$ cat src/sv/hv_precharge_sequencer_assert.svh
// ----------------------------------------------------------------------------
// HV precharge sequencer assertion macros
// Concurrent assertion wrappers on i_clk, disabled while i_rst_n is low.
// ----------------------------------------------------------------------------
`ifndef HV_PRECHARGE_SEQUENCER_ASSERT_SVH
`define HV_PRECHARGE_SEQUENCER_ASSERT_SVH

`ifndef SYNTHESIS

// same-cycle implication
`define HVPS_ASSERT_NOW(label, ante, cons, msg) \
    label: assert property (@(posedge i_clk) disable iff (!i_rst_n) \
        (ante) |-> (cons)) else $error(msg);

// next-cycle implication
`define HVPS_ASSERT_NEXT(label, ante, cons, msg) \
    label: assert property (@(posedge i_clk) disable iff (!i_rst_n) \
        (ante) |=> (cons)) else $error(msg);

`else

`define HVPS_ASSERT_NOW(label, ante, cons, msg)
`define HVPS_ASSERT_NEXT(label, ante, cons, msg)

`endif

`endif

$ cat src/sv/hvps_pkg.sv
// ----------------------------------------------------------------------------
// HV precharge sequencer package
// Field widths, register indexes, phase encoding and contactor bit masks.
// ----------------------------------------------------------------------------
package hvps_pkg;

    // field widths
    localparam int MV_W     = 12;
    localparam int GAIN_W   = 24;
    localparam int VOLT_W   = 20;
    localparam int TICKS_W  = 16;
    localparam int RL_W     = 2;
    localparam int PHASE_W  = 3;
    localparam int DRV_W    = 3;
    localparam int CFG_IDX_W  = 3;
    localparam int CFG_DATA_W = 24;

    // configuration register indexes
    localparam logic [CFG_IDX_W-1:0] CFG_ADC_OFFSET   = 3'd0;
    localparam logic [CFG_IDX_W-1:0] CFG_GAIN         = 3'd1;
    localparam logic [CFG_IDX_W-1:0] CFG_CONNECT_THR  = 3'd2;
    localparam logic [CFG_IDX_W-1:0] CFG_HV_THR       = 3'd3;
    localparam logic [CFG_IDX_W-1:0] CFG_DRAWDOWN     = 3'd4;

    // configuration reset values
    localparam logic [MV_W-1:0]    RST_ADC_OFFSET  = 12'd0;
    localparam logic [GAIN_W-1:0]  RST_GAIN        = 24'd65536;
    localparam logic [VOLT_W-1:0]  RST_CONNECT_THR = 20'd8192;
    localparam logic [VOLT_W-1:0]  RST_HV_THR      = 20'd15360;
    localparam logic [TICKS_W-1:0] RST_DRAWDOWN    = 16'd150;

    // runlevel request codes
    localparam logic [RL_W-1:0] RL_NO_HV     = 2'd0;
    localparam logic [RL_W-1:0] RL_PLEASE_HV = 2'd1;

    // phase codes as reported on the result channel
    localparam logic [PHASE_W-1:0] PC_IDLE          = 3'd0;
    localparam logic [PHASE_W-1:0] PC_PRECHARGING   = 3'd1;
    localparam logic [PHASE_W-1:0] PC_CONNECTED     = 3'd2;
    localparam logic [PHASE_W-1:0] PC_DISCONNECTING = 3'd3;
    localparam logic [PHASE_W-1:0] PC_FAULT         = 3'd4;

    // contactor drive bits
    localparam logic [DRV_W-1:0] DRV_NEG = 3'b001;
    localparam logic [DRV_W-1:0] DRV_POS = 3'b010;
    localparam logic [DRV_W-1:0] DRV_PRE = 3'b100;

    // sequencer state, one-hot
    typedef enum logic [4:0] {
        PH_IDLE          = 5'b00001,
        PH_PRECHARGING   = 5'b00010,
        PH_CONNECTED     = 5'b00100,
        PH_DISCONNECTING = 5'b01000,
        PH_FAULT         = 5'b10000
    } t_phase;

    // one-hot state to reported phase code
    function automatic logic [PHASE_W-1:0] phase_code(input t_phase ph);
        logic [PHASE_W-1:0] code;
        case (ph)
            PH_IDLE:          code = PC_IDLE;
            PH_PRECHARGING:   code = PC_PRECHARGING;
            PH_CONNECTED:     code = PC_CONNECTED;
            PH_DISCONNECTING: code = PC_DISCONNECTING;
            default:          code = PC_FAULT;
        endcase
        return code;
    endfunction

endpackage

$ cat src/sv/hvps_if.sv
// ----------------------------------------------------------------------------
// HV precharge sequencer channel interfaces
// Valid/ready channels for tick samples, results and register writes.
// ----------------------------------------------------------------------------

// tick sample channel
interface hvps_in_if;
    logic                          valid;
    logic                          ready;
    logic [hvps_pkg::MV_W-1:0]     calibrated_mv;
    logic                          supervisor_ok;
    logic [hvps_pkg::RL_W-1:0]     runlevel_request;

    modport source (output valid, calibrated_mv, supervisor_ok, runlevel_request,
                    input ready);
    modport sink   (input valid, calibrated_mv, supervisor_ok, runlevel_request,
                    output ready);
endinterface

// result channel
interface hvps_out_if;
    logic                          valid;
    logic                          ready;
    logic [hvps_pkg::PHASE_W-1:0]  phase;
    logic                          air_negative_closed;
    logic                          air_positive_closed;
    logic                          precharge_relay_closed;
    logic [hvps_pkg::VOLT_W-1:0]   bus_voltage_q8;
    logic                          reboot_allowed;

    modport source (output valid, phase, air_negative_closed, air_positive_closed,
                    precharge_relay_closed, bus_voltage_q8, reboot_allowed,
                    input ready);
    modport sink   (input valid, phase, air_negative_closed, air_positive_closed,
                    precharge_relay_closed, bus_voltage_q8, reboot_allowed,
                    output ready);
endinterface

// register write channel
interface hvps_cfg_if;
    logic                              valid;
    logic                              ready;
    logic [hvps_pkg::CFG_IDX_W-1:0]    index;
    logic [hvps_pkg::CFG_DATA_W-1:0]   data;

    modport source (output valid, index, data, input ready);
    modport sink   (input valid, index, data, output ready);
endinterface

$ cat src/sv/hv_precharge_sequencer.sv
// ----------------------------------------------------------------------------
// HV precharge sequencer
// Converts the isoamp reading to Q8 bus volts and steps the contactor sequence.
// ----------------------------------------------------------------------------
// Usage:
//   i_in   : one item per 1 ms tick (millivolt sample, supervisor flag,
//            requested runlevel).
//   o_out  : one result item per input item: phase, three contactor drives,
//            bus voltage in Q8 volts and the reboot-allowed flag.
//   i_cfg  : register writes (index 0..4), always ready; issue them only
//            while no item is in flight. Writes to other indexes are dropped.
// Pipeline: an accepted item passes the input register, the voltage register
//   and the result register, in that order.
// Throughput: one item per cycle unless o_out stalls. The sequencer state
//   updates as an item moves into the result register; the next item sees it.
// Stall: each stage holds while the stage after it is full and stalled;
//   i_in.ready drops only once all three stages are occupied.
// Reset: synchronous, active low. Empties the pipeline, sets phase idle,
//   opens all contactors, clears the phase timer and the edge detector, and
//   restores the register defaults.
// ----------------------------------------------------------------------------
`include "hv_precharge_sequencer_assert.svh"

module hv_precharge_sequencer (
    input  logic             i_clk,
    input  logic             i_rst_n,
    hvps_in_if.sink          i_in,
    hvps_out_if.source       o_out,
    hvps_cfg_if.sink         i_cfg
);

    localparam int PROD_W = hvps_pkg::MV_W + hvps_pkg::GAIN_W;

    // configuration registers
    logic [hvps_pkg::MV_W-1:0]    r_adc_offset;
    logic [hvps_pkg::GAIN_W-1:0]  r_gain;
    logic [hvps_pkg::VOLT_W-1:0]  r_connect_thr;
    logic [hvps_pkg::VOLT_W-1:0]  r_hv_thr;
    logic [hvps_pkg::TICKS_W-1:0] r_drawdown;

    // stage 1: input register
    logic                         r_s1_valid;
    logic [hvps_pkg::MV_W-1:0]    r_s1_mv;
    logic                         r_s1_sup;
    logic [hvps_pkg::RL_W-1:0]    r_s1_rl;

    // stage 2: voltage register
    logic                         r_s2_valid;
    logic [hvps_pkg::VOLT_W-1:0]  r_s2_volt;
    logic                         r_s2_sup;
    logic [hvps_pkg::RL_W-1:0]    r_s2_rl;

    // result register and sequencer state
    logic                         r_out_valid;
    logic [hvps_pkg::VOLT_W-1:0]  r_out_volt;
    hvps_pkg::t_phase             r_phase;
    hvps_pkg::t_phase             n_phase;
    logic [hvps_pkg::TICKS_W-1:0] r_ticks;
    logic [hvps_pkg::TICKS_W-1:0] n_ticks;
    logic                         r_please_prev;
    logic [hvps_pkg::DRV_W-1:0]   r_drive;
    logic [hvps_pkg::DRV_W-1:0]   n_drive;

    // handshake
    logic w_out_free;
    logic w_s2_ready;
    logic w_s1_ready;
    logic w_s1_adv;
    logic w_s2_adv;
    logic w_in_acc;

    // datapath
    logic [hvps_pkg::MV_W-1:0]    w_diff;
    logic [PROD_W-1:0]            w_prod;
    logic [PROD_W-9:0]            w_shifted;
    logic [hvps_pkg::VOLT_W-1:0]  w_volt;
    logic                         w_please;
    logic                         w_no_hv;
    logic                         w_hv;
    logic                         w_drawn;
    logic [hvps_pkg::TICKS_W-1:0] w_ticks_inc;

    // stage ready chain
    assign w_out_free = !r_out_valid || o_out.ready;
    assign w_s2_ready = !r_s2_valid || w_out_free;
    assign w_s1_ready = !r_s1_valid || w_s2_ready;
    assign w_s2_adv   = r_s2_valid && w_out_free;
    assign w_s1_adv   = r_s1_valid && w_s2_ready;
    assign w_in_acc   = i_in.valid && w_s1_ready;
    assign i_in.ready = w_s1_ready;
    assign i_cfg.ready = 1'b1;

    // register writes
    always_ff @(posedge i_clk) begin
        if (!i_rst_n) begin
            r_adc_offset  <= hvps_pkg::RST_ADC_OFFSET;
            r_gain        <= hvps_pkg::RST_GAIN;
            r_connect_thr <= hvps_pkg::RST_CONNECT_THR;
            r_hv_thr      <= hvps_pkg::RST_HV_THR;
            r_drawdown    <= hvps_pkg::RST_DRAWDOWN;
        end else if (i_cfg.valid) begin
            case (i_cfg.index)
                hvps_pkg::CFG_ADC_OFFSET:  r_adc_offset  <= i_cfg.data[hvps_pkg::MV_W-1:0];
                hvps_pkg::CFG_GAIN:        r_gain        <= i_cfg.data[hvps_pkg::GAIN_W-1:0];
                hvps_pkg::CFG_CONNECT_THR: r_connect_thr <= i_cfg.data[hvps_pkg::VOLT_W-1:0];
                hvps_pkg::CFG_HV_THR:      r_hv_thr      <= i_cfg.data[hvps_pkg::VOLT_W-1:0];
                hvps_pkg::CFG_DRAWDOWN:    r_drawdown    <= i_cfg.data[hvps_pkg::TICKS_W-1:0];
                default: ;
            endcase
        end
    end

    // offset removal, gain multiply, Q16 -> Q8 and saturation
    always_comb begin
        w_diff    = (i_rst_n && r_s1_mv > r_adc_offset) ? (r_s1_mv - r_adc_offset)
                                                        : '0;
        w_prod    = PROD_W'(w_diff) * PROD_W'(r_gain);
        w_shifted = w_prod[PROD_W-1:8];
        w_volt    = (|w_shifted[PROD_W-9:hvps_pkg::VOLT_W]) ? '1
                                                           : w_shifted[hvps_pkg::VOLT_W-1:0];
    end

    // valid bits
    always_ff @(posedge i_clk) begin
        if (!i_rst_n) begin
            r_s1_valid  <= 1'b0;
            r_s2_valid  <= 1'b0;
            r_out_valid <= 1'b0;
        end else begin
            if (w_s1_ready) r_s1_valid  <= i_in.valid;
            if (w_s2_ready) r_s2_valid  <= r_s1_valid;
            if (w_out_free) r_out_valid <= r_s2_valid;
        end
    end

    // payload registers
    always_ff @(posedge i_clk) begin
        if (w_in_acc) begin
            r_s1_mv  <= i_in.calibrated_mv;
            r_s1_sup <= i_in.supervisor_ok;
            r_s1_rl  <= i_in.runlevel_request;
        end
        if (w_s1_adv) begin
            r_s2_volt <= w_volt;
            r_s2_sup  <= r_s1_sup;
            r_s2_rl   <= r_s1_rl;
        end
        if (w_s2_adv) begin
            r_out_volt <= r_s2_volt;
        end
    end

    // sequencer next state
    always_comb begin
        w_please    = r_s2_sup && (r_s2_rl == hvps_pkg::RL_PLEASE_HV);
        w_no_hv     = r_s2_sup && (r_s2_rl == hvps_pkg::RL_NO_HV);
        w_hv        = r_s2_volt >= r_hv_thr;
        w_ticks_inc = (&r_ticks) ? r_ticks : r_ticks + 1'b1;
        w_drawn     = !w_hv || (w_ticks_inc > r_drawdown);
        n_phase     = r_phase;
        n_drive     = r_drive;
        case (r_phase)
            hvps_pkg::PH_IDLE: begin
                if (w_please && !r_please_prev) begin
                    n_drive = r_drive | hvps_pkg::DRV_NEG | hvps_pkg::DRV_PRE;
                    n_phase = hvps_pkg::PH_PRECHARGING;
                end else begin
                    n_drive = '0;
                end
            end
            hvps_pkg::PH_PRECHARGING: begin
                if (w_no_hv || !r_s2_sup) begin
                    n_phase = hvps_pkg::PH_DISCONNECTING;
                end else if (r_s2_volt >= r_connect_thr) begin
                    n_drive = r_drive | hvps_pkg::DRV_POS;
                    n_phase = hvps_pkg::PH_CONNECTED;
                end
            end
            hvps_pkg::PH_CONNECTED: begin
                if (w_no_hv || !r_s2_sup) n_phase = hvps_pkg::PH_DISCONNECTING;
            end
            hvps_pkg::PH_DISCONNECTING: begin
                if (w_drawn) begin
                    n_drive = '0;
                    n_phase = hvps_pkg::PH_IDLE;
                end
            end
            hvps_pkg::PH_FAULT: begin
                if (w_drawn) n_drive = '0;
            end
            default: n_phase = hvps_pkg::PH_FAULT;
        endcase
        // timer restarts on every phase change
        n_ticks = (n_phase != r_phase) ? '0 : w_ticks_inc;
    end

    // sequencer state
    always_ff @(posedge i_clk) begin
        if (!i_rst_n) begin
            r_phase       <= hvps_pkg::PH_IDLE;
            r_ticks       <= '0;
            r_please_prev <= 1'b0;
            r_drive       <= '0;
        end else if (w_s2_adv) begin
            r_phase       <= n_phase;
            r_ticks       <= n_ticks;
            r_please_prev <= w_please;
            r_drive       <= n_drive;
        end
    end

    // result fields
    assign o_out.valid                  = r_out_valid;
    assign o_out.phase                  = hvps_pkg::phase_code(r_phase);
    assign o_out.air_negative_closed    = |(r_drive & hvps_pkg::DRV_NEG);
    assign o_out.air_positive_closed    = |(r_drive & hvps_pkg::DRV_POS);
    assign o_out.precharge_relay_closed = |(r_drive & hvps_pkg::DRV_PRE);
    assign o_out.bus_voltage_q8         = r_out_volt;
    assign o_out.reboot_allowed         = (r_phase == hvps_pkg::PH_IDLE) ||
                                          (r_phase == hvps_pkg::PH_FAULT);

    // checks
    `HVPS_ASSERT_NOW(a_pos_needs_neg, |(r_drive & hvps_pkg::DRV_POS), |(r_drive & hvps_pkg::DRV_NEG), "positive contactor closed without negative")
    `HVPS_ASSERT_NOW(a_idle_open, r_phase == hvps_pkg::PH_IDLE, r_drive == '0, "contactor closed while idle")
    `HVPS_ASSERT_NEXT(a_timer_restart, w_s2_adv && (n_phase != r_phase), r_ticks == '0, "phase timer not restarted on phase change")

endmodule

$ cat src/flat_wrapper.sv
// flat-port wrapper written by rule: the top's interface ports become plain ports
module hv_precharge_sequencer_flat 
  (i_clk, i_rst_n, i_in_valid, i_in_calibrated_mv, i_in_supervisor_ok, i_in_runlevel_request, i_in_ready, o_out_valid, o_out_phase, o_out_air_negative_closed, o_out_air_positive_closed, o_out_precharge_relay_closed, o_out_bus_voltage_q8, o_out_reboot_allowed, o_out_ready, i_cfg_valid, i_cfg_index, i_cfg_data, i_cfg_ready);
  hvps_in_if i_in_i ();
  hvps_out_if o_out_i ();
  hvps_cfg_if i_cfg_i ();
  input  logic i_clk;
  input  logic i_rst_n;
  input wire logic [$bits(i_in_i.valid)-1:0] i_in_valid;
  input wire logic [$bits(i_in_i.calibrated_mv)-1:0] i_in_calibrated_mv;
  input wire logic [$bits(i_in_i.supervisor_ok)-1:0] i_in_supervisor_ok;
  input wire logic [$bits(i_in_i.runlevel_request)-1:0] i_in_runlevel_request;
  output wire logic [$bits(i_in_i.ready)-1:0] i_in_ready;
  output wire logic [$bits(o_out_i.valid)-1:0] o_out_valid;
  output wire logic [$bits(o_out_i.phase)-1:0] o_out_phase;
  output wire logic [$bits(o_out_i.air_negative_closed)-1:0] o_out_air_negative_closed;
  output wire logic [$bits(o_out_i.air_positive_closed)-1:0] o_out_air_positive_closed;
  output wire logic [$bits(o_out_i.precharge_relay_closed)-1:0] o_out_precharge_relay_closed;
  output wire logic [$bits(o_out_i.bus_voltage_q8)-1:0] o_out_bus_voltage_q8;
  output wire logic [$bits(o_out_i.reboot_allowed)-1:0] o_out_reboot_allowed;
  input wire logic [$bits(o_out_i.ready)-1:0] o_out_ready;
  input wire logic [$bits(i_cfg_i.valid)-1:0] i_cfg_valid;
  input wire logic [$bits(i_cfg_i.index)-1:0] i_cfg_index;
  input wire logic [$bits(i_cfg_i.data)-1:0] i_cfg_data;
  output wire logic [$bits(i_cfg_i.ready)-1:0] i_cfg_ready;
  assign i_in_i.valid = i_in_valid;
  assign i_in_i.calibrated_mv = i_in_calibrated_mv;
  assign i_in_i.supervisor_ok = i_in_supervisor_ok;
  assign i_in_i.runlevel_request = i_in_runlevel_request;
  assign i_in_ready = i_in_i.ready;
  assign o_out_valid = o_out_i.valid;
  assign o_out_phase = o_out_i.phase;
  assign o_out_air_negative_closed = o_out_i.air_negative_closed;
  assign o_out_air_positive_closed = o_out_i.air_positive_closed;
  assign o_out_precharge_relay_closed = o_out_i.precharge_relay_closed;
  assign o_out_bus_voltage_q8 = o_out_i.bus_voltage_q8;
  assign o_out_reboot_allowed = o_out_i.reboot_allowed;
  assign o_out_i.ready = o_out_ready;
  assign i_cfg_i.valid = i_cfg_valid;
  assign i_cfg_i.index = i_cfg_index;
  assign i_cfg_i.data = i_cfg_data;
  assign i_cfg_ready = i_cfg_i.ready;
  hv_precharge_sequencer u_core (.i_clk(i_clk), .i_rst_n(i_rst_n), .i_in(i_in_i), .o_out(o_out_i), .i_cfg(i_cfg_i));
endmodule
$ cat config.mk
export PLATFORM = sky130hd
export DESIGN_NAME = hv_precharge_sequencer_flat
export DESIGN_NICKNAME = d
export VERILOG_FILES = /design/src/sv/hvps_pkg.sv /design/src/sv/hvps_if.sv /design/src/sv/hv_precharge_sequencer.sv /design/src/flat_wrapper.sv
export VERILOG_INCLUDE_DIRS = /design/src /design/src/sv
export SDC_FILE = /design/constraint.sdc
export NUM_CORES = 1
export LEC_CHECK = 0
export BUFFER_PORTS_ARGS = -buffer_cell sky130_fd_sc_hd__buf_2
export CORE_MARGIN = 2
export CORE_UTILIZATION = 38
export CTS_CLUSTER_SIZE = 30
export DETAILED_ROUTE_END_ITERATION = 10
export PLACE_DENSITY = 0.64
export SLEW_MARGIN = 20
export SYNTH_ARGS = -nofsm -noshare
export SYNTH_HDL_FRONTEND = slang
export SYNTH_SLANG_ARGS = --single-unit
export TNS_END_PERCENT = 100
$ cat constraint.sdc
create_clock -name i_clk -period 10.3 [get_ports i_clk]
set_input_delay 1.03 -clock i_clk [delete_from_list [all_inputs] [get_ports i_clk]]
set_output_delay 1.03 -clock i_clk [all_outputs]
set_load 0.005 [all_outputs]
* Word-level counts from Yosys, hierarchy flattened
Cells that the tools add are included.
Widths: inputs -> output; s select.
** Word-level totals
- Bits in registers :: 178
- Input bits :: 47
- Output and inout bits :: 30
- Logic and storage cells :: 91
** Cells by class
- Add/sub/neg operators :: 2
- $mul :: 1
- Magnitude comparators :: 4
- Eq/ne operators :: 15
- Muxes and demuxes :: 15
- Bitwise gates (word level) :: 1
- Reductions and logical operators :: 33
** Operators with widths (number)
- $ge 20x20->1 :: 2
- $mul 12x24->36 :: 1
- $mux 16 :: 2
- $mux 5 :: 5
- $pmux 5 s5 :: 1
- $add 16x1->16 const B :: 1
- $gt 16x16->1 :: 1
- $reduce_and 16->1 :: 1
- $gt 12x12->1 :: 1
- $mux 12 :: 1
- $pmux 3 s4 :: 1
- $sub 12x12->12 :: 1
- $reduce_and 2->1 :: 5
- $mux 3 :: 3
- $pmux 3 s3 :: 1
- $reduce_or 8->1 :: 1
- $logic_and 1x1->1 :: 7
- $eq 3x2->1 const B :: 2
- $logic_not 1->1 :: 6
- $logic_or 1x1->1 :: 6
- $reduce_and 6->1 :: 1
- $eq 5x1->1 const B :: 1
- $eq 5x2->1 const B :: 1
- $eq 5x3->1 const B :: 1
- 16 further kinds :: 18

* Depth between registers and ports, before layout
Gate-level depths: netlist of the first run.
- Word-level depth :: 8
- Mapped depth :: 33
- Gate-level depth less buffers :: 31

* Worst setup path after synthesis of the first run
OpenSTA, ideal clock, no wires.
- Path type :: flip-flop to flip-flop
- Start :: register u_core.r_s1_mv[0] (netlist name)
- End :: register u_core.r_s2_volt[18] (netlist name), data pin
- Setup time :: 0.263 ns
- Data arrival time :: 7.773 ns
- Path slack :: 2.264 ns
- Cell stages (with the launch flop) :: 32
- Buffers on the path :: 4
- Period minus slack after synthesis :: 8.036 ns
- Cell sequence :: edfxtp_1 inv_1 ha_1 fa_1 nand2b_1 a2111oi_4 a2111oi_4 or3_1 clkbuf_1 nor3_1 clkbuf_1 nand2_1 fa_1 inv_1 fa_1 fa_1 inv_1 fa_1 fa_1 inv_1 ha_1 clkbuf_1 a21o_1 a21o_1 a2111oi_0 o41ai_1 a2111o_1 mux2i_1 a211oi_1 nor4_2 buf_2 nand3_1
** Between the ends
- Word-level cells in the longest chain between the ends :: 5
** RTL lines
- from (decl) :: line hv_precharge_sequencer.sv:43 : logic [hvps_pkg::MV_W-1:0] r_s1_mv;
- from (signal assigned) :: line hv_precharge_sequencer.sv:139 : r_s1_mv <= i_in.calibrated_mv;
- $gt 12x12->1 :: line hv_precharge_sequencer.sv:115 : w_diff = (i_rst_n && r_s1_mv > r_adc_offset) ? (r_s1_mv - r_adc_offset)
- $logic_and 1x1->1 :: line hv_precharge_sequencer.sv:115
- $mux 12 * :: line hv_precharge_sequencer.sv:115
- $mul 12x24->36 * :: line hv_precharge_sequencer.sv:117 : w_prod = PROD_W'(w_diff) * PROD_W'(r_gain);
- $reduce_or 8->1 :: line hv_precharge_sequencer.sv:119 : w_volt = (|w_shifted[PROD_W-9:hvps_pkg::VOLT_W]) ? '1
- to (signal assigned) :: line hv_precharge_sequencer.sv:144 : r_s2_volt <= w_volt;
- to (decl) :: line hv_precharge_sequencer.sv:49 : logic [hvps_pkg::VOLT_W-1:0] r_s2_volt;
Mark *: on every way between the ends. The rest lies on a longest branch, timed or not.
A chain may end at the register's enable or synchronous reset.

* Worst setup path in the final report of the first run
- Start :: register u_core.r_s1_mv[0] (netlist name)
- End :: register u_core.r_s2_volt[10] (netlist name), data pin
Same word-level chain as after synthesis.

==> results of run 1 <==
## worst register-to-register path, stage by stage, from the launching register on
cell and delay, ps:
edfxtp_1 320, inv_1 40, ha_1 210, fa_1 390
nand2b_1 210, a2111oi_4 370, a2111oi_4 160, or3_1 530
nor2_1 610, buf_4 360, nand2_1 120, fa_1 530
fa_1 520, inv_1 60, fa_1 500, fa_1 540
fa_1 500, ha_1 400, a21oi_1 320, o21ai_0 160
a211oi_1 420, o21ai_0 210, a31oi_1 440, o31ai_1 160
xnor2_1 140, nor2_1 130, buf_4 270, nand3_1 160
## final cells by class
type / instances / area, um2
Multi-Input combinational cell: 1512 / 12200
Clock inverter: 14 / 163
Sequential cell: 177 / 4120
Timing Repair Buffer: 98 / 548
Inverter: 326 / 1220
Tap cell: 607 / 759
Clock buffer: 18 / 439
Fill cell: 4659 / 27100
## Yosys cell counts (all sizes together) (35+ instances only)
cell	number	share of area, %
nor3	43	1.2
ha	139	9.7
and2	73	2.5
a21oi	138	3.8
nor2	72	1.5
inv	325	6.8
edfxtp	58	9.7
nand3	56	1.6
o21ai	35	0.97
fa	220	24
nand2	421	8.8
dfxtp	119	13
clkbuf	105	2.2
## state kept, by name, summed over array words and instances, names as in the netlist, 16 cells and up
signal,count
u_core.r_drawdown,16
u_core.r_gain,24
u_core.r_hv_thr,20
u_core.r_ticks,16
u_core.o_out.bus_voltage_q8,20
u_core.r_s2_volt,20
u_core.r_connect_thr,20
## logic make-up after synthesis
| kind of cell | after synthesis | share of synthesized area, % |
|---|---|---|
| AND/OR/NAND/NOR | 787 | 20.0 |
| buffers and inverters | 440 | 9.25 |
| adder cells (fa/ha/maj) | 359 | 34.1 |
| AO/OA/AOI/OAI | 316 | 11.3 |
| flip-flops | 177 | 22.9 |
| XOR/XNOR | 42 | 2.04 |
| multiplexers | 7 | 0.410 |
| other | 1 | 0.0208 |
## routing by layer
metal  wire [um]  vias up
met3        2660       83
met4        1480        0
met2       24000      470
met5           0        -
li1            -     6862
met1       21000     7233
## worst max path at each step
stage | slack [ps] | start | cells after the start | to
after floorplan | 2260 | u_core.r_s1_mv[0] | 31 | u_core.r_s2_volt[18]
after global placement | 1450 | u_core.r_s1_mv[0] | 27 | u_core.r_s2_volt[18]
after detailed placement | 1270 | u_core.r_s1_mv[0] | 26 | u_core.r_s2_volt[9]
after CTS | 1240 | u_core.r_s1_mv[0] | 26 | u_core.r_s2_volt[10]
after global routing | 750 | u_core.r_s1_mv[0] | 27 | u_core.r_s2_volt[10]
final | 1240 | u_core.r_s1_mv[0] | 27 | u_core.r_s2_volt[10]
## power by group through the flow
stage / sequential, uW / combinational, uW / clock, uW
2_1_floorplan: 781 / 257 / 0
3_5_place_dp: 799 / 378 / 0
4_1_cts: 783 / 380 / 682
5_1_grt: 786 / 426 / 711
6_report: 784 / 381 / 674
3_3_place_gp: 799 / 369 / 0
## metrics by stage
stage	power (uW)	setup slack, ps
finish	1840	1240
global route	1920	752
CTS	1850	1240
detailed placement	1180	1270
global placement	1170	1450
floorplan	1040	2260
==> results.cfg, run 1 <==
[outcome]
status = complete, but fails checks
violations = design-rule violations

[cells_and_area]
final_cells = 2752
final_nets = 2538
areaGrowthSynthToFinish_pct = 8.31
mostFrequentLayoutCells = 421 x nand2_1, 324 x inv_1, 220 x fa_1
layout_commonest_cell = nand2_1
fin_area_mm2 = 0.0195
drive_gt1_share_pct = 7.18
final_util_pct = 41.8
antenna_cells = 0

[synth]
synthArstFlopShare_pct = 0
ys_seq_area_share_pct = 22.9
synth.ff_latch_count = 177
synth-edff-count = 58
ys_warn_count = 0
synth_cells = 2129
syn_area_mm2 = 0.0180
synth_ff_type = dfxtp_1
syn-mean-instance-area_um2 = 8.46
syn_nets = 2535
yosysUniqueCellTypes = 65

[clock_tree]
clockBufferDepth = 2
clk_latency_ps = 450
numCtsBuffers = 17
cts_setup_buffers = 0
numClockSinks = 177
cts_tree = done
clkTransAtPathRegs_ps = 70
cts-root-buf = clkbuf_16
h-tree-depth = 4
cts_resized = 0
cts_hold_buf = 0

[grt]
grt_pass1_vias = 14915
grt.met3_usage_pct = 3.46
use_met2_pct = 34.7
gr-max-usage-layer = met2
grt_max_degree = 87
grt_use_total_pct = 20.3
gr-total-overflow = 0
grt_pass1_wl_um = 79400
met1_usage_pct = 25.9
antenna_found_initial = 0

[sta]
hold_viol = 0
skew_ps = 8.18
timing.fmax_mhz = 110
fin_crit_ps = 9060
hold_slack_ps = 439
setup_viol = 0
min_period_over_period_pct = 88.0
slew_headroom_pct = 33.5
rsz0062_at_grt = false
finalSetupTns_ps = 0
tightest_slew_ps = 997
slew_violations = 0

[worst_hold_path]
whs_path_depth = 0
hold_path_class = reg2reg
worstHoldEndpoint = u_core.r_s2_rl[0]
holdCritStartpoint = u_core.r_s1_rl[0]

[placement]
dp_hpwl_um = 38900
place_area_mm2 = 0.0189
gp_congestion = 0.892
dp_cells = 2720
io_buffer_count = 75

[critical_path]
cp-start-kind = flop
rrSetupSlack_ps = 1240
path_max_fanout = 20
timing.rr.start = u_core.r_s1_mv[0]
path_buf_inv = 4
critPathSlowestCell = nor2_1
crit_top_cell = fa_1
critPathRequiredTime_ps = 10480
crit_path_end_kind = flop
worstSetupPathType = reg2reg
r2r_cells = 27
path_delay_family = adder cells
crit_path_max_incr_delay_ps = 610
r2r-end = u_core.r_s2_volt[10]
cp.arrival_ps = 9240

[pwr]
ir_drop_mv = 0.100
p_sw_share_pct = 30.9
p_sw_uw = 568
pwr-share-seq_pct = 42.6
power.share.clock_pct = 36.6
p_int_uw = 1270
power.density_mw_per_mm2 = 94.3
p_leak_uw = 0.00871
comb_power_share_pct = 20.7

[route]
drc = 8
drt_first_iter_violations = 1131
viasPerCell = 5.32
vias = 14648
drt-total-wl_um = 49200
antenna_left = 0
wl_per_cell_um = 17.9
dr.pass1.iters = 9

[floorplanning]
die_w_um = 222
rows = 79
core_mm2 = 0.0467
die_y_um = 222
ios = 77
die_area_mm2 = 0.0492
start_util_pct = 38.6

[flow_run]
maxCapViolations = 0
No activity file was read; power rests on OpenSTA's default activity.
==> inputs of run 2 (changes only) <==
--- a/config.mk
+++ b/config.mk
@@ -6,6 +6,7 @@
 export SDC_FILE = /design/constraint.sdc
 export NUM_CORES = 1
 export LEC_CHECK = 0
+export ABC_AREA = 1
 export BUFFER_PORTS_ARGS = -buffer_cell sky130_fd_sc_hd__buf_2
 export CORE_MARGIN = 2
 export CORE_UTILIZATION = 38
==> run 2 against run 1 <==
Net effect: the run now ends clean; non-clock buffer count is 15 lower; via count grew 2.7%; power increased by 6.7%; die area shrank 1.1%; register-to-register slack improved by 110 ps; sequential share of layout area increased by 0.26 points; sequential power grew 2.6%; final area decreased by 1.2%; synthesized area decreased by 1.1%; critical path depth up 8; combinational power grew 27%; critical endpoint is now u_core.r_s2_volt[6]; highest routed layer unchanged.
==> results.cfg, run 2 <==
[sta]
finalSetupTns_ps = 0
slew_headroom_pct = 25.6
hold_slack_ps = 412
fin_crit_ps = 8950
rsz0062_at_grt = false
skew_ps = 15.4
timing.fmax_mhz = 112
setup_viol = 0
hold_viol = 0
min_period_over_period_pct = 86.9
slew_violations = 0
tightest_slew_ps = 1110

[critical_path]
critPathRequiredTime_ps = 10460
crit_top_cell = nand2_1
path_delay_family = adder cells
crit_path_max_incr_delay_ps = 670
r2r_cells = 35
crit_path_end_kind = flop
worstSetupPathType = reg2reg
cp.arrival_ps = 9110
cp-start-kind = flop
path_max_fanout = 27
path_buf_inv = 8
critPathSlowestCell = nor2_2
cp.depth = 35

[cells_and_area]
n_fill_cell = 4676
regMostFlops = u_core.r_gain
largest_reg_flops = 24
seqCellArea_mm2 = 0.00412
antenna_cells = 0
layout_commonest_cell = inv_1
areaGrowthSynthToFinish_pct = 8.15
multi_input_area_mm2 = 0.0115
final_util_pct = 41.5
mostFrequentLayoutCells = 469 x inv_1, 398 x nand2_1, 220 x fa_1
final_nets = 2682
drive_gt1_share_pct = 6.55
fin_area_mm2 = 0.0193

[clock_tree]
clockBufferDepth = 2
cts_setup_buffers = 0
cts_resized = 0
numClockSinks = 177
numCtsBuffers = 17
cts_hold_buf = 0
clkTransAtPathRegs_ps = 80
clk_latency_ps = 470
h-tree-depth = 4
cts-root-buf = clkbuf_16
cts_tree = done

[worst_hold_path]
hold_path_class = reg2reg
whs_path_depth = 0

[pwr]
power.share.clock_pct = 34.4
ir_drop_mv = 0.136
p_int_uw = 1280
p_sw_uw = 685
p_leak_uw = 0.00876
comb_power_share_pct = 24.7
power.density_mw_per_mm2 = 102
p_sw_share_pct = 34.9
pwr-share-seq_pct = 40.9

[floorplanning]
ios = 77
die_y_um = 221
die_w_um = 221
rows = 79
die_area_mm2 = 0.0486
start_util_pct = 38.3
core_mm2 = 0.0465

[flow_run]
maxCapViolations = 0

[grt]
antenna_found_initial = 0
grt_pass1_vias = 14681
grt_use_total_pct = 21.0
gr-total-overflow = 0
grt_pass1_wl_um = 78200
grt_max_degree = 94

[synth]
synth_ff_type = dfxtp_1
synth_area_leaders = fa_1 25%, dfxtp_1 13%, inv_1 9.9%, edfxtp_1 9.8%, ha_1 9.8%
synth_top_area_share_pct = 24.7
ys_warn_count = 0
syn-mean-instance-area_um2 = 7.90
synthArstFlopShare_pct = 0
yosysUniqueCellTypes = 46
synth.ff_latch_count = 177
ys_seq_area_share_pct = 23.2
synth.most_common_cell = inv_1
syn_area_mm2 = 0.0178
syn_nets = 2660
synthTopCellsByCount = 469 x inv_1, 398 x nand2_1, 220 x fa_1, 196 x nor2_1, 190 x a21oi_1
synth_cells = 2254
yosys.area.top_type = fa_1
synth-edff-count = 58

[route]
drc = 0
viasPerCell = 5.19
dr.pass1.iters = 8
drt_first_iter_violations = 1126
antenna_left = 0
drt-total-wl_um = 50100
vias = 15044
wl_per_cell_um = 17.3

[placement]
dp_hpwl_um = 40500
gp_congestion = 0.952
place_area_mm2 = 0.0187
io_buffer_count = 75

[outcome]
status = complete, no violations
## run 2: routing by layer
layer / global-route usage [%] / up-vias / routed length [um]
met3: 3.07 / 83 / 3040
met2: 35.4 / 531 / 24100
met5: 0 / - / 0
li1: - / 7072 / -
met4: 8.80 / 0 / 1860
met1: 27.0 / 7358 / 21000
## run 2: stage by stage
step           power, uW  worst slack [ps]  cells
3_3_place_gp        1290              1470   2864
2_1_floorplan       1140              3330   2254
6_report            1960              1350   2896
3_5_place_dp        1300              1250   2864
4_1_cts             1970              1450   2896
5_1_grt             2060               725   2896
## run 2: layout make-up
| type | instances | share of cell area, % |
|---|---|---|
| multi-input cells | 1516 | 59.9 |
| clock inverters | 14 | 0.896 |
| flip-flops and latches | 177 | 21.4 |
| well taps | 607 | 3.94 |
| inverters | 481 | 9.37 |
| clock buffers | 18 | 2.23 |
| repair buffers | 83 | 2.26 |
## run 2: worst reg2reg max path: cells and delay by family (launching register included)
| kind | cells | cell delay [ps] |
|---|---|---|
| AO/OA/AOI/OAI | 4 | 950 |
| adder cells (fa/ha/maj) | 8 | 3630 |
| buffers and inverters | 8 | 1320 |
| flip-flops | 1 | 330 |
| AND/OR/NAND/NOR | 15 | 2430 |
## run 2: power groups by stage
stage | Combinational [uW] | Sequential [uW] | Clock [uW]
after detailed placement | 480 | 820 | 0
after global routing | 543 | 807 | 711
final | 484 | 804 | 675
after global placement | 469 | 819 | 0
after floorplan | 342 | 796 | 0
after CTS | 483 | 804 | 685
## run 2: cell families after synthesis
kind of cell,Yosys count,share of synthesized area (%)
flops,177,23.2
xor+xnor,28,1.38
compound gates,360,10.8
simple gates,768,18.1
other cells,1,0.0211
fa+ha+maj,359,34.5
buf+inv,561,12.1
## run 2: path summary, 6_finish.rpt
kind                           from                  end  slack, ps
hold reg to reg   u_core.r_s1_rl[0]    u_core.r_s2_rl[0]        410
setup / recovery  u_core.r_s1_mv[0]  u_core.r_s2_volt[6]       1350
setup reg to reg  u_core.r_s1_mv[0]  u_core.r_s2_volt[6]       1350
hold / removal    u_core.r_s1_rl[0]    u_core.r_s2_rl[0]        410
